$ cat src/sv/bmac_pkg.sv
// ----------------------------------------------------------------------------
// bmac_pkg
// Shared types and constants for the battery monitor averaging coulomb core.
// ----------------------------------------------------------------------------
package bmac_pkg;

    // Field widths
    localparam int RAW_W      = 10;
    localparam int COEF_W     = 16;
    localparam int ELAPSED_W  = 16;
    localparam int AVG_W      = 27;
    localparam int CHG_W      = 64;
    localparam int CFG_ADDR_W = 3;
    localparam int CFG_DATA_W = 16;

    // Shared multiplier operand and product widths
    localparam int MUL_W  = 32;
    localparam int PROD_W = 2 * MUL_W;

    // Default averaging window
    localparam int WINDOW_DEF = 10;

    // Configuration register indexes
    typedef enum logic [CFG_ADDR_W-1:0] {
        CFG_VOLT_OFFSET    = 3'd0,
        CFG_VOLT_COEF      = 3'd1,
        CFG_CURRENT_OFFSET = 3'd2,
        CFG_CURRENT_COEF   = 3'd3
    } t_cfg_idx;

    // Controller states
    typedef enum logic [2:0] {
        S_IDLE,
        S_MUL_V,
        S_MUL_C,
        S_DIV_V,
        S_DIV_C,
        S_TAKE_QC,
        S_MUL_Q,
        S_ACC
    } t_state;

    // Operand selection for the shared multiplier
    typedef enum logic [2:0] {
        MS_VSCALE,
        MS_CSCALE,
        MS_VDIV,
        MS_CDIV,
        MS_CHARGE
    } t_mul_sel;

    // Controller to datapath commands
    typedef struct packed {
        logic     load;     // capture the accepted input item
        t_mul_sel mul_sel;  // multiplier operands this cycle
        logic     take_v;   // product holds the scaled voltage
        logic     take_c;   // product holds the scaled current
        logic     take_qv;  // product holds the voltage quotient
        logic     take_qc;  // product holds the current quotient
        logic     acc;      // product holds the charge step; update and publish
    } t_dp_cmd;

endpackage

$ cat src/sv/bmac_ctrl.sv
// ----------------------------------------------------------------------------
// bmac_ctrl
// Sequencer: handshakes on both channels and steps the datapath through
// scale, average, divide and accumulate on the shared multiplier.
// ----------------------------------------------------------------------------
module bmac_ctrl (
    input  logic              i_clk,
    input  logic              i_rst_n,
    input  logic              i_in_valid,
    output logic              o_in_ready,
    output logic              o_out_valid,
    input  logic              i_out_ready,
    output bmac_pkg::t_dp_cmd o_cmd
);

    bmac_pkg::t_state r_state;
    bmac_pkg::t_state n_state;
    logic             r_out_valid;
    logic             n_out_valid;
    logic             w_out_free;

    // Output slot is free when empty or being drained this cycle
    assign w_out_free = !r_out_valid || i_out_ready;

    // Next state
    always_comb begin
        n_state = r_state;
        unique case (r_state)
            bmac_pkg::S_IDLE: begin
                if (i_in_valid) begin
                    n_state = bmac_pkg::S_MUL_V;
                end
            end
            bmac_pkg::S_MUL_V:   n_state = bmac_pkg::S_MUL_C;
            bmac_pkg::S_MUL_C:   n_state = bmac_pkg::S_DIV_V;
            bmac_pkg::S_DIV_V:   n_state = bmac_pkg::S_DIV_C;
            bmac_pkg::S_DIV_C:   n_state = bmac_pkg::S_TAKE_QC;
            bmac_pkg::S_TAKE_QC: n_state = bmac_pkg::S_MUL_Q;
            bmac_pkg::S_MUL_Q:   n_state = bmac_pkg::S_ACC;
            bmac_pkg::S_ACC: begin
                if (w_out_free) begin
                    n_state = bmac_pkg::S_IDLE;
                end
            end
            default:             n_state = bmac_pkg::S_IDLE;
        endcase
    end

    // Outputs and datapath commands
    always_comb begin
        o_cmd         = '0;
        o_cmd.mul_sel = bmac_pkg::MS_VSCALE;
        o_in_ready    = 1'b0;
        unique case (r_state)
            bmac_pkg::S_IDLE: begin
                o_in_ready = 1'b1;
                o_cmd.load = i_in_valid;
            end
            bmac_pkg::S_MUL_V: begin
                o_cmd.mul_sel = bmac_pkg::MS_VSCALE;
            end
            bmac_pkg::S_MUL_C: begin
                o_cmd.mul_sel = bmac_pkg::MS_CSCALE;
                o_cmd.take_v  = 1'b1;
            end
            bmac_pkg::S_DIV_V: begin
                o_cmd.mul_sel = bmac_pkg::MS_VDIV;
                o_cmd.take_c  = 1'b1;
            end
            bmac_pkg::S_DIV_C: begin
                o_cmd.mul_sel = bmac_pkg::MS_CDIV;
                o_cmd.take_qv = 1'b1;
            end
            bmac_pkg::S_TAKE_QC: begin
                o_cmd.take_qc = 1'b1;
            end
            bmac_pkg::S_MUL_Q: begin
                o_cmd.mul_sel = bmac_pkg::MS_CHARGE;
            end
            bmac_pkg::S_ACC: begin
                // keep the charge step in the product register while stalled
                o_cmd.mul_sel = bmac_pkg::MS_CHARGE;
                o_cmd.acc     = w_out_free;
            end
            default: begin
                o_cmd = '0;
            end
        endcase
    end

    // Result valid flag
    always_comb begin
        n_out_valid = r_out_valid;
        if (o_cmd.acc) begin
            n_out_valid = 1'b1;
        end else if (i_out_ready) begin
            n_out_valid = 1'b0;
        end
    end

    always_ff @(posedge i_clk) begin
        if (!i_rst_n) begin
            r_state     <= bmac_pkg::S_IDLE;
            r_out_valid <= 1'b0;
        end else begin
            r_state     <= n_state;
            r_out_valid <= n_out_valid;
        end
    end

    assign o_out_valid = r_out_valid;

`ifndef ASSERT_OFF
    // An accepted item always starts with the voltage scaling step
    a_accept_starts: assert property (@(posedge i_clk) disable iff (!i_rst_n)
        (i_in_valid && o_in_ready) |=> (r_state == bmac_pkg::S_MUL_V))
        else $error("accepted item did not start the sequence");

    // A blocked result slot holds the sequencer in the accumulate step
    a_acc_waits: assert property (@(posedge i_clk) disable iff (!i_rst_n)
        (r_state == bmac_pkg::S_ACC && r_out_valid && !i_out_ready)
        |=> (r_state == bmac_pkg::S_ACC))
        else $error("accumulate step overran a pending result");

    // A new result appears only right after the accumulate step
    a_valid_source: assert property (@(posedge i_clk) disable iff (!i_rst_n)
        $rose(r_out_valid) |-> ($past(r_state) == bmac_pkg::S_ACC))
        else $error("result valid rose outside the accumulate step");

    // No new item is taken while one is in progress
    a_one_item: assert property (@(posedge i_clk) disable iff (!i_rst_n)
        (r_state != bmac_pkg::S_IDLE) |-> !o_cmd.load)
        else $error("item loaded during processing");
`endif

endmodule

$ cat src/sv/bmac_datapath.sv
// ----------------------------------------------------------------------------
// bmac_datapath
// Configuration registers, one shared signed multiplier with a registered
// product, running-sum moving averages, reciprocal division by the window
// and the saturating charge accumulator.
// ----------------------------------------------------------------------------
module bmac_datapath #(
    parameter int WINDOW = bmac_pkg::WINDOW_DEF
) (
    input  logic                                   i_clk,
    input  logic                                   i_rst_n,
    input  logic                                   i_cfg_we,
    input  logic        [bmac_pkg::CFG_ADDR_W-1:0] i_cfg_addr,
    input  logic        [bmac_pkg::CFG_DATA_W-1:0] i_cfg_data,
    input  bmac_pkg::t_dp_cmd                      i_cmd,
    input  logic        [bmac_pkg::RAW_W-1:0]      i_volt_raw,
    input  logic        [bmac_pkg::RAW_W-1:0]      i_current_raw,
    input  logic        [bmac_pkg::ELAPSED_W-1:0]  i_elapsed_ms,
    output logic signed [bmac_pkg::AVG_W-1:0]      o_volt_avg,
    output logic signed [bmac_pkg::AVG_W-1:0]      o_current_avg,
    output logic signed [bmac_pkg::CHG_W-1:0]      o_charge_total
);

    localparam int AVG_W  = bmac_pkg::AVG_W;
    localparam int MUL_W  = bmac_pkg::MUL_W;
    localparam int PROD_W = bmac_pkg::PROD_W;
    localparam int CHG_W  = bmac_pkg::CHG_W;
    localparam int RAW_W  = bmac_pkg::RAW_W;
    localparam int COEF_W = bmac_pkg::COEF_W;
    localparam int ELAP_W = bmac_pkg::ELAPSED_W;
    localparam int DIFF_W = RAW_W + 1;
    localparam int HIST_N = WINDOW - 1;
    localparam int LOG_W  = $clog2(WINDOW);
    // Window sum, signed; its magnitude stays below 2**MAG_W
    localparam int SUM_W  = AVG_W + LOG_W;
    localparam int MAG_W  = SUM_W - 1;
    // Exact floor(n / WINDOW) = (n * RECIP) >> SHIFT for n < 2**MAG_W
    localparam int SHIFT  = MAG_W + LOG_W;
    localparam logic [63:0] RECIP =
        ((64'd1 << SHIFT) + 64'(WINDOW) - 64'd1) / 64'(WINDOW);

    localparam logic signed [CHG_W-1:0] CHG_MAX = {1'b0, {(CHG_W-1){1'b1}}};
    localparam logic signed [CHG_W-1:0] CHG_MIN = {1'b1, {(CHG_W-1){1'b0}}};

    // Configuration
    logic [RAW_W-1:0]  r_volt_off;
    logic [COEF_W-1:0] r_volt_coef;
    logic [RAW_W-1:0]  r_cur_off;
    logic [COEF_W-1:0] r_cur_coef;

    // Captured item
    logic [RAW_W-1:0]  r_volt_raw;
    logic [RAW_W-1:0]  r_cur_raw;
    logic [ELAP_W-1:0] r_elapsed;

    // Shared multiplier
    logic signed [MUL_W-1:0]  w_mul_a;
    logic signed [MUL_W-1:0]  w_mul_b;
    logic signed [PROD_W-1:0] w_prod;
    logic signed [PROD_W-1:0] r_prod;

    // Averaging state: history shift lines and running sums of their entries
    logic signed [AVG_W-1:0] r_vhist [HIST_N];
    logic signed [AVG_W-1:0] r_chist [HIST_N];
    logic signed [SUM_W-1:0] r_vsum;
    logic signed [SUM_W-1:0] r_csum;
    logic signed [SUM_W-1:0] r_vtot;
    logic signed [SUM_W-1:0] r_ctot;
    logic signed [AVG_W-1:0] r_vavg;
    logic signed [AVG_W-1:0] r_cavg;

    // Charge accumulator and result registers
    logic signed [CHG_W-1:0] r_charge;
    logic signed [CHG_W-1:0] w_charge_sat;
    logic signed [CHG_W:0]   w_charge_ext;
    logic signed [AVG_W-1:0] r_out_vavg;
    logic signed [AVG_W-1:0] r_out_cavg;
    logic signed [CHG_W-1:0] r_out_cap;

    logic signed [DIFF_W-1:0] w_vdiff;
    logic signed [DIFF_W-1:0] w_cdiff;
    logic signed [SUM_W-1:0]  w_vabs;
    logic signed [SUM_W-1:0]  w_cabs;
    logic signed [AVG_W-1:0]  w_fresh;
    logic        [AVG_W-1:0]  w_quot;

    // Configuration writes; unknown indexes are dropped
    always_ff @(posedge i_clk) begin
        if (!i_rst_n) begin
            r_volt_off  <= '0;
            r_volt_coef <= '0;
            r_cur_off   <= '0;
            r_cur_coef  <= '0;
        end else if (i_cfg_we) begin
            unique case (bmac_pkg::t_cfg_idx'(i_cfg_addr))
                bmac_pkg::CFG_VOLT_OFFSET:    r_volt_off  <= i_cfg_data[RAW_W-1:0];
                bmac_pkg::CFG_VOLT_COEF:      r_volt_coef <= i_cfg_data[COEF_W-1:0];
                bmac_pkg::CFG_CURRENT_OFFSET: r_cur_off   <= i_cfg_data[RAW_W-1:0];
                bmac_pkg::CFG_CURRENT_COEF:   r_cur_coef  <= i_cfg_data[COEF_W-1:0];
                default: ;
            endcase
        end
    end

    // Item capture
    always_ff @(posedge i_clk) begin
        if (i_cmd.load) begin
            r_volt_raw <= i_volt_raw;
            r_cur_raw  <= i_current_raw;
            r_elapsed  <= i_elapsed_ms;
        end
    end

    // Offset removal and window-sum magnitudes
    assign w_vdiff = $signed({1'b0, r_volt_raw}) - $signed({1'b0, r_volt_off});
    assign w_cdiff = $signed({1'b0, r_cur_raw}) - $signed({1'b0, r_cur_off});
    assign w_vabs  = r_vtot[SUM_W-1] ? -r_vtot : r_vtot;
    assign w_cabs  = r_ctot[SUM_W-1] ? -r_ctot : r_ctot;

    // Multiplier operand selection
    always_comb begin
        unique case (i_cmd.mul_sel)
            bmac_pkg::MS_VSCALE: begin
                w_mul_a = MUL_W'(w_vdiff);
                w_mul_b = $signed(MUL_W'(r_volt_coef));
            end
            bmac_pkg::MS_CSCALE: begin
                w_mul_a = MUL_W'(w_cdiff);
                w_mul_b = $signed(MUL_W'(r_cur_coef));
            end
            bmac_pkg::MS_VDIV: begin
                w_mul_a = $signed(MUL_W'(w_vabs[MAG_W-1:0]));
                w_mul_b = $signed(RECIP[MUL_W-1:0]);
            end
            bmac_pkg::MS_CDIV: begin
                w_mul_a = $signed(MUL_W'(w_cabs[MAG_W-1:0]));
                w_mul_b = $signed(RECIP[MUL_W-1:0]);
            end
            bmac_pkg::MS_CHARGE: begin
                w_mul_a = MUL_W'(r_cavg);
                w_mul_b = $signed(MUL_W'(r_elapsed));
            end
            default: begin
                w_mul_a = '0;
                w_mul_b = '0;
            end
        endcase
    end

    assign w_prod = w_mul_a * w_mul_b;

    always_ff @(posedge i_clk) begin
        r_prod <= w_prod;
    end

    // Scaled sample and truncated quotient views of the product
    assign w_fresh = r_prod[AVG_W-1:0];
    assign w_quot  = r_prod[SHIFT +: AVG_W];

    // Moving sums: total includes the fresh value, the running sum drops
    // the oldest entry as the line shifts
    always_ff @(posedge i_clk) begin
        if (!i_rst_n) begin
            r_vsum <= '0;
            r_csum <= '0;
            for (int i = 0; i < HIST_N; i++) begin
                r_vhist[i] <= '0;
                r_chist[i] <= '0;
            end
        end else begin
            if (i_cmd.take_v) begin
                r_vsum <= r_vsum + SUM_W'(w_fresh) - SUM_W'(r_vhist[0]);
                for (int i = 0; i < HIST_N - 1; i++) begin
                    r_vhist[i] <= r_vhist[i+1];
                end
                r_vhist[HIST_N-1] <= w_fresh;
            end
            if (i_cmd.take_c) begin
                r_csum <= r_csum + SUM_W'(w_fresh) - SUM_W'(r_chist[0]);
                for (int i = 0; i < HIST_N - 1; i++) begin
                    r_chist[i] <= r_chist[i+1];
                end
                r_chist[HIST_N-1] <= w_fresh;
            end
        end
    end

    always_ff @(posedge i_clk) begin
        if (i_cmd.take_v) begin
            r_vtot <= r_vsum + SUM_W'(w_fresh);
        end
        if (i_cmd.take_c) begin
            r_ctot <= r_csum + SUM_W'(w_fresh);
        end
    end

    // Quotient sign restore: division truncates toward zero
    always_ff @(posedge i_clk) begin
        if (i_cmd.take_qv) begin
            r_vavg <= r_vtot[SUM_W-1] ? -$signed(w_quot) : $signed(w_quot);
        end
        if (i_cmd.take_qc) begin
            r_cavg <= r_ctot[SUM_W-1] ? -$signed(w_quot) : $signed(w_quot);
        end
    end

    // Saturating charge add
    assign w_charge_ext = {r_charge[CHG_W-1], r_charge} + {r_prod[PROD_W-1], r_prod};
    assign w_charge_sat = (w_charge_ext[CHG_W] != w_charge_ext[CHG_W-1])
                        ? (w_charge_ext[CHG_W] ? CHG_MIN : CHG_MAX)
                        : w_charge_ext[CHG_W-1:0];

    always_ff @(posedge i_clk) begin
        if (!i_rst_n) begin
            r_charge <= '0;
        end else if (i_cmd.acc) begin
            r_charge <= w_charge_sat;
        end
    end

    // Result registers
    always_ff @(posedge i_clk) begin
        if (i_cmd.acc) begin
            r_out_vavg <= r_vavg;
            r_out_cavg <= r_cavg;
            r_out_cap  <= w_charge_sat;
        end
    end

    assign o_volt_avg     = r_out_vavg;
    assign o_current_avg  = r_out_cavg;
    assign o_charge_total = r_out_cap;

endmodule

$ cat src/sv/battery_monitor_average_coulomb_core.sv
// ----------------------------------------------------------------------------
// battery_monitor_average_coulomb_core
// Scales voltage and current samples, averages each over a sliding window
// and integrates the mean current over elapsed time into a saturating
// charge counter.
//
//   Channel   Direction  Handshake                  Payload
//   input     in         i_in_valid / o_in_ready    volt_raw, current_raw,
//                                                   elapsed_ms
//   result    out        o_out_valid / i_out_ready  volt_avg, current_avg,
//                                                   charge_total
//   config    in         i_cfg_we (no wait)         i_cfg_addr, i_cfg_data
//
// An item passes from acceptance to its result through the single shared
// multiplier, which performs five registered products per item in turn.
// One item is in work at a time; the next is accepted once the result is
// in the output register. A result that is not taken holds the block in
// its accumulate step until the output register frees. Synchronous
// active-low reset clears the configuration, histories and charge counter;
// no clearing pass is needed.
// ----------------------------------------------------------------------------
module battery_monitor_average_coulomb_core #(
    parameter int WINDOW = bmac_pkg::WINDOW_DEF
) (
    input  logic                                   i_clk,
    input  logic                                   i_rst_n,
    input  logic                                   i_cfg_we,
    input  logic        [bmac_pkg::CFG_ADDR_W-1:0] i_cfg_addr,
    input  logic        [bmac_pkg::CFG_DATA_W-1:0] i_cfg_data,
    input  logic                                   i_in_valid,
    output logic                                   o_in_ready,
    input  logic        [bmac_pkg::RAW_W-1:0]      i_volt_raw,
    input  logic        [bmac_pkg::RAW_W-1:0]      i_current_raw,
    input  logic        [bmac_pkg::ELAPSED_W-1:0]  i_elapsed_ms,
    output logic                                   o_out_valid,
    input  logic                                   i_out_ready,
    output logic signed [bmac_pkg::AVG_W-1:0]      o_volt_avg,
    output logic signed [bmac_pkg::AVG_W-1:0]      o_current_avg,
    output logic signed [bmac_pkg::CHG_W-1:0]      o_charge_total
);

    bmac_pkg::t_dp_cmd w_cmd;

    // Sequencer
    bmac_ctrl u_ctrl (
        .i_clk       (i_clk),
        .i_rst_n     (i_rst_n),
        .i_in_valid  (i_in_valid),
        .o_in_ready  (o_in_ready),
        .o_out_valid (o_out_valid),
        .i_out_ready (i_out_ready),
        .o_cmd       (w_cmd)
    );

    // Arithmetic and state
    bmac_datapath #(
        .WINDOW (WINDOW)
    ) u_datapath (
        .i_clk          (i_clk),
        .i_rst_n        (i_rst_n),
        .i_cfg_we       (i_cfg_we),
        .i_cfg_addr     (i_cfg_addr),
        .i_cfg_data     (i_cfg_data),
        .i_cmd          (w_cmd),
        .i_volt_raw     (i_volt_raw),
        .i_current_raw  (i_current_raw),
        .i_elapsed_ms   (i_elapsed_ms),
        .o_volt_avg     (o_volt_avg),
        .o_current_avg  (o_current_avg),
        .o_charge_total (o_charge_total)
    );

endmodule
$ cat config.mk
export PLATFORM = sky130hd
export DESIGN_NAME = battery_monitor_average_coulomb_core
export DESIGN_NICKNAME = d
export VERILOG_FILES = /design/src/sv/bmac_pkg.sv /design/src/sv/bmac_ctrl.sv /design/src/sv/bmac_datapath.sv /design/src/sv/battery_monitor_average_coulomb_core.sv
export SDC_FILE = /design/constraint.sdc
export NUM_CORES = 2
export LEC_CHECK = 0
export ABC_AREA = 1
export BUFFER_PORTS_ARGS = -buffer_cell sky130_fd_sc_hd__buf_2
export CAP_MARGIN = 25
export CORE_ASPECT_RATIO = 1.1
export CORE_UTILIZATION = 50
export CTS_CLUSTER_DIAMETER = 120
export DETAILED_ROUTE_END_ITERATION = 8
export PLACE_DENSITY = 0.66
export SLEW_MARGIN = 15
export SYNTH_ARGS = -nofsm -noshare
export SYNTH_HDL_FRONTEND = slang
export SYNTH_SLANG_ARGS = --single-unit
$ cat constraint.sdc
create_clock -name i_clk -period 23.2 [get_ports i_clk]
set_input_delay 4.64 -clock i_clk [delete_from_list [all_inputs] [get_ports i_clk]]
set_output_delay 4.64 -clock i_clk [all_outputs]
set_load 0.005 [all_outputs]
; ---- After elaboration in Yosys (flattened, before gate mapping)
; Memory sizes are Yosys's and may differ from the RTL's.
; Index checks and enable logic that the tools add are counted.
; W data, S select, Z words.
[op_classes]
addsub = 10
mul = 1
eq_ne = 17
n_mux = 46
bitwise = 18
n_reduce_logical = 13
[ops]
columns = operator, n
row1 = $mux W27, 20
row2 = $pmux W32 S5, 1
row3 = $mux W64, 2
row4 = $pmux W31 S4, 1
row5 = $add A64 B64 Y65, 1
row6 = $mul A32 B32 Y64, 1
row7 = $add A31 B27 Y31, 2
row8 = $sub A31 B27 Y31, 2
row9 = $mux W30, 2
row10 = $neg A30 Y30, 2
row11 = $neg A27 Y27, 1
row12 = $pmux W3 S8, 1
row13 = $sub A10 B10 Y11, 2
row14 = $eq A3 B2 Y1 const B, 6
row15 = $or A1 B1 Y1, 18
row16 = $mux W1, 16
row17 = $eq A3 B3 Y1 const B, 5
row18 = $pmux W3 S4, 1
row19 = $reduce_and A2 Y1, 5
row20 = $eq A3 B1 Y1 const B, 3
row21 = $logic_not A3 Y1, 3
row22 = $mux W3, 2
row23 = $reduce_or A2 Y1, 2
row24 = $ne A2 B1 Y1 const B, 1
row25 = other kinds (5), 5
[word_totals]
regBits = 516
ramBits = 486
in_bits = 60
output_inout_bits = 120
wordCells = 127
mem_count = 2
[mem_list]
columns = memory, words, width, rd, rd_ports_with_merged_regs, wr, line
row1 = u_datapath.r_chist, 9, 27, 9, 0, 9, bmac_datapath.sv:64  ; logic signed [AVG_W-1:0] r_chist [HIST_N];
row2 = u_datapath.r_vhist, 9, 27, 9, 0, 9, bmac_datapath.sv:63  ; logic signed [AVG_W-1:0] r_vhist [HIST_N];

; ---- Depth between registers and ports, before layout
[depth]
word_depth = 7
mapped_depth = 47
ltp_nobuf = 46

; ---- Modules after synthesis
; From an unflattened synthesis, not the netlist that was laid out.
[hier_totals]
cells_unflattened = 9324
area_unflattened_um2 = 79542.5
[by_module_without_submodules]
columns = module, instances, cells_each, area_per_inst_um2, seq_area_each_um2
row1 = bmac_datapath, 1, 9282, 79277.3, 27546.4
row2 = bmac_ctrl, 1, 42, 265.3, 80.1

; ---- Least setup slack after synthesis
; Ideal clock, no wire load.
[synth_timing]
path_kind = input port to flip-flop
from = input i_rst_n
to = memory u_datapath.r_chist[0][0] (enable)
setup_ns = 0.593
t_arrival_ns = 10.165
required_time_ns = 22.607
slack_ns = 12.442
cell_stages = 6
n_path_buf = 3
path_cell_list = inv_1 > clkbuf_1 > nor2_1 > clkbuf_1 > clkbuf_1 > inv_1
[synth_rtl]
columns = item, line
row1 = "start, declared", battery_monitor_average_coulomb_core.sv:26  ; input logic i_rst_n,
row2 = "end, declared", bmac_datapath.sv:64

; ---- Final worst setup path
[layout_timing]
from = register u_ctrl.r_state[0]
to = register u_datapath.r_prod[58]
[layout_between]
elab_chain_cells = 7
word_cells_on_any_way = 16
cone_classes = mul (1) / eq/ne (9) / mux (3) / reduce/logical (3)
[layout_rtl]
columns = item, line
row1 = "start, declared", bmac_ctrl.sv:16  ; bmac_pkg::t_state r_state;
row2 = "start signal, assigned", bmac_ctrl.sv:103  ; r_state <= bmac_pkg::S_IDLE;
row3 = "start signal, assigned", bmac_ctrl.sv:106  ; r_state <= n_state;
row4 = $eq A3 B3 Y1, bmac_ctrl.sv:54  ; unique case (r_state)
row5 = $reduce_or A2 Y1 (no line), --
row6 = $pmux W3 S4 *, bmac_ctrl.sv:54
row7 = $eq A3 B2 Y1, bmac_datapath.sv:122  ; unique case (i_cmd.mul_sel)
row8 = $reduce_or A2 Y1 (no line), --
row9 = $pmux W31 S4, bmac_datapath.sv:122
row10 = $mul A32 B32 Y64 *, bmac_datapath.sv:150  ; assign w_prod = w_mul_a * w_mul_b;
row11 = named net u_datapath.w_prod[58], bmac_datapath.sv:59  ; logic signed [PROD_W-1:0] w_prod;
row12 = "end signal, assigned", bmac_datapath.sv:153  ; r_prod <= w_prod;
row13 = "end, declared", bmac_datapath.sv:60  ; logic signed [PROD_W-1:0] r_prod;
; Mark *: on every way through the listed nets, which the timed path passes. The rest lies on a longest branch.
; A chain may end at the register's enable or synchronous reset.

==> impl_metrics.toml <==
[cts]
clk_latency_ns = 0.76
clk_pin_slew_ns = 0.07
clock-sinks = 1002
cts_tree = "yes"
cts_buffers = 109
cts-root-buf = "clkbuf_16"
post_cts.repair.setup_buffers = 0
cts_resized = 0
cts_max_level = 3
cts.hold.buffers_added = 0
clock_path_buffers = 3

[layout]
area_delta_synth_final_pct = 8.88
nFillCells = 14600
nNetsFinal = 10800
layout-drive-gt1-share = 0.0567
final_cell_mix = "2,211 x inv_1, 1,566 x nand2_1, 1,326 x nor2_1"
final_common_cell = "inv_1"
final_cell_count_no_fill = 11600
post-route-util = 0.551
postLayoutCellArea_mm2 = 0.0864

[sta]
rsz0062_at_grt = "false"
drv_slew = 0
fin_skew_ns = 0.0604
relSlewSlack = 0.243
setup_violations = 0
period_needed_ns = 11.54
setup_tns_ns = 0
fin_crit_sh = 0.498
max_freq_ghz = 0.0866
hold_violations = 0
worst_pin_slew_ns = 1.13

[routing]
postRouteAntennaNets = 0
vias_per_cell = 5.33
drc = 0
dr.pass1.iters = 6
drtIter0Drc = 5459
wl_um = 249000
avgRoutedWirePerCell_um = 21.4
vias = 62100

[logic_synthesis]
ys.flop_type = "edfxtp_1"
syn_inst = 9316
synth_seq_area_share = 0.348
synth_area_mm2 = 0.0793
syn_avg_cell_area_um2 = 8.52
ys_warn_count = 0
synth_edf_count = 756
ys_types = 68
ys_ff_latch = 1002
synthArstFlopShare = 0

[placed_design]
numPortBuffers = 179
gp_congestion = 1.02
place_area_mm2 = 0.0825
hpwlAfterDp_um = 200000
placedCellCount = 11400

[worst_setup_path]
crit_path_top_delay_cell = "fa_1"
crit_type = "flip-flop to flip-flop"
crit_required_ns = 23.78
cp_slowest_stage_delay_ns = 0.83
critPathLaunchType = "flip-flop"
worst_ep_arrival_time_ns = 12.12
critPathMaxFanout = 33
cp-end-kind = "flip-flop"
crit_path_frequent_cell = "inv_1"

[floorplanning]
start_util = 0.506
die_w_um = 382
die_h_um = 420
coreArea_mm2 = 0.157
die_area_mm2 = 0.160
fp-row-count = 152
io_pins = 180

[global_route]
overflow = 0
grt_pass1_wl_um = 372000
grt.total_usage = 0.311
grt_pass1_vias = 61200
antenna_found_initial = 6
grt_max_degree = 128

[run_status]
outcome = "complete, no violations"

[flow_run]
drv_cap = 0

[min_path]
hold_path.class = "flip-flop to flip-flop"
synthesized netlist by cell type (9+ instances only):
cell / n / area, um2
o211ai_1: 9 / 67.6
buf_1: 12 / 45.0
xnor2_1: 55 / 482
nor4_1: 11 / 68.8
a22o_1: 11 / 96.3
buf_2: 65 / 325
ha_1: 459 / 5740
nand3_2: 9 / 90.1
a21o_1: 38 / 285
nor3_2: 15 / 150
inv_1: 2215 / 8310
a221oi_1: 9 / 78.8
nand2_2: 11 / 68.8
a21boi_0: 15 / 113
clkbuf_1: 126 / 473
nor2_1: 1330 / 4990
xor2_1: 138 / 1210
a21oi_1: 437 / 2190
fa_1: 762 / 15300
edfxtp_1: 756 / 22700
nand3_1: 272 / 1360
or2_2: 21 / 131
nand3b_1: 9 / 67.6
nand2_1: 1566 / 5880
inv_2: 23 / 86.3
o21a_1: 16 / 120
a31oi_1: 28 / 175
o21bai_1: 43 / 323
nand4_1: 41 / 257
nor3_1: 82 / 410
dfxtp_1: 246 / 4920
o21ai_0: 378 / 1890
stage by stage:
| stage | setup slack [ns] | hold slack, ns |
|---|---|---|
| finish | 11.66 | 0.377 |
| global route | 11.05 | 0.385 |
| CTS | 11.54 | 0.366 |
| detailed placement | 11.58 | 0.406 |
| global placement | 11.58 | 0.405 |
| floorplan | 12.44 | 0.400 |
cells by family (layout without fill, tap and decap cells):
kind of cell,count (synthesis),after routing,share of synthesized area
and+or+nand+nor,3401,3401,0.174
buffers and inverters,2455,2695,0.118
adders and majority gates,1221,1221,0.265
AOI/OAI and AO/OA,1042,1042,0.0741
DFF,1002,1002,0.348
xor gates and xnor gates,193,193,0.0213
other,2,14,0.0000947
worst max-delay path: cells and delay by family, from the launching register on:
| kind | cells | cell delay [ns] |
|---|---|---|
| simple gates | 12 | 2.56 |
| fa+ha+maj | 10 | 5.22 |
| compound gates | 2 | 0.26 |
| xor+xnor | 1 | 0.45 |
| flops | 1 | 0.33 |
| buf+inv | 12 | 2.52 |
routing by layer:
layer | global-route usage | routed length, um | vias to the layer above | share of wire
met5 | 0 | 0 | - | 0
met2 | 0.487 | 112000 | 2469 | 0.45
met3 | 0.0536 | 20300 | 435 | 0.082
met4 | 0.126 | 11400 | 0 | 0.046
met1 | 0.430 | 106000 | 30200 | 0.43
li1 | - | - | 29000 | -
worst paths after layout:
check,start,to,slack (ns),cells past startpoint
hold / removal,u_datapath.r_vavg[11]$_DFFE_PP_,u_datapath.o_volt_avg[11]$_DFFE_PP_,0.38,0
setup reg to reg,u_ctrl.r_state[0]$_SDFFE_PN0P_,u_datapath.r_prod[58]$_DFF_P_,11.66,37
hold reg to reg,u_datapath.r_vavg[11]$_DFFE_PP_,u_datapath.o_volt_avg[11]$_DFFE_PP_,0.38,0
setup / recovery,u_ctrl.r_state[0]$_SDFFE_PN0P_,u_datapath.r_prod[58]$_DFF_P_,11.66,37
sequential cells by signal (all words and copies together) (netlist names), 27 cells and up:
| signal | flops |
|---|---|
| u_datapath.r_vtot | 31 |
| u_datapath.r_vhist | 243 |
| u_datapath.r_charge | 64 |
| u_datapath.r_chist | 243 |
| u_datapath.r_ctot | 31 |
| u_datapath.r_cavg | 27 |
| u_datapath.r_vsum | 31 |
| u_datapath.o_charge_total | 64 |
| u_datapath.o_current_avg | 27 |
| u_datapath.r_vavg | 27 |
| u_datapath.r_csum | 31 |
| u_datapath.o_volt_avg | 27 |
| u_datapath.r_prod | 64 |
cell type report:
class                   instances  area, um2  area share
flip-flops and latches       1002      27600       0.320
repair buffers                249       1480      0.0172
clock inverters                67        860     0.00995
clock buffers                 138       2910      0.0336
diodes                          2       5.00   0.0000579
well taps                    2079       2600      0.0301
inverters                    2241       8450      0.0978
multi-input cells            5869      42400       0.491
Power is left out: the tool's default activity adds up to more than one toggle a clock period on the data nets, which glitch-free logic cannot reach.
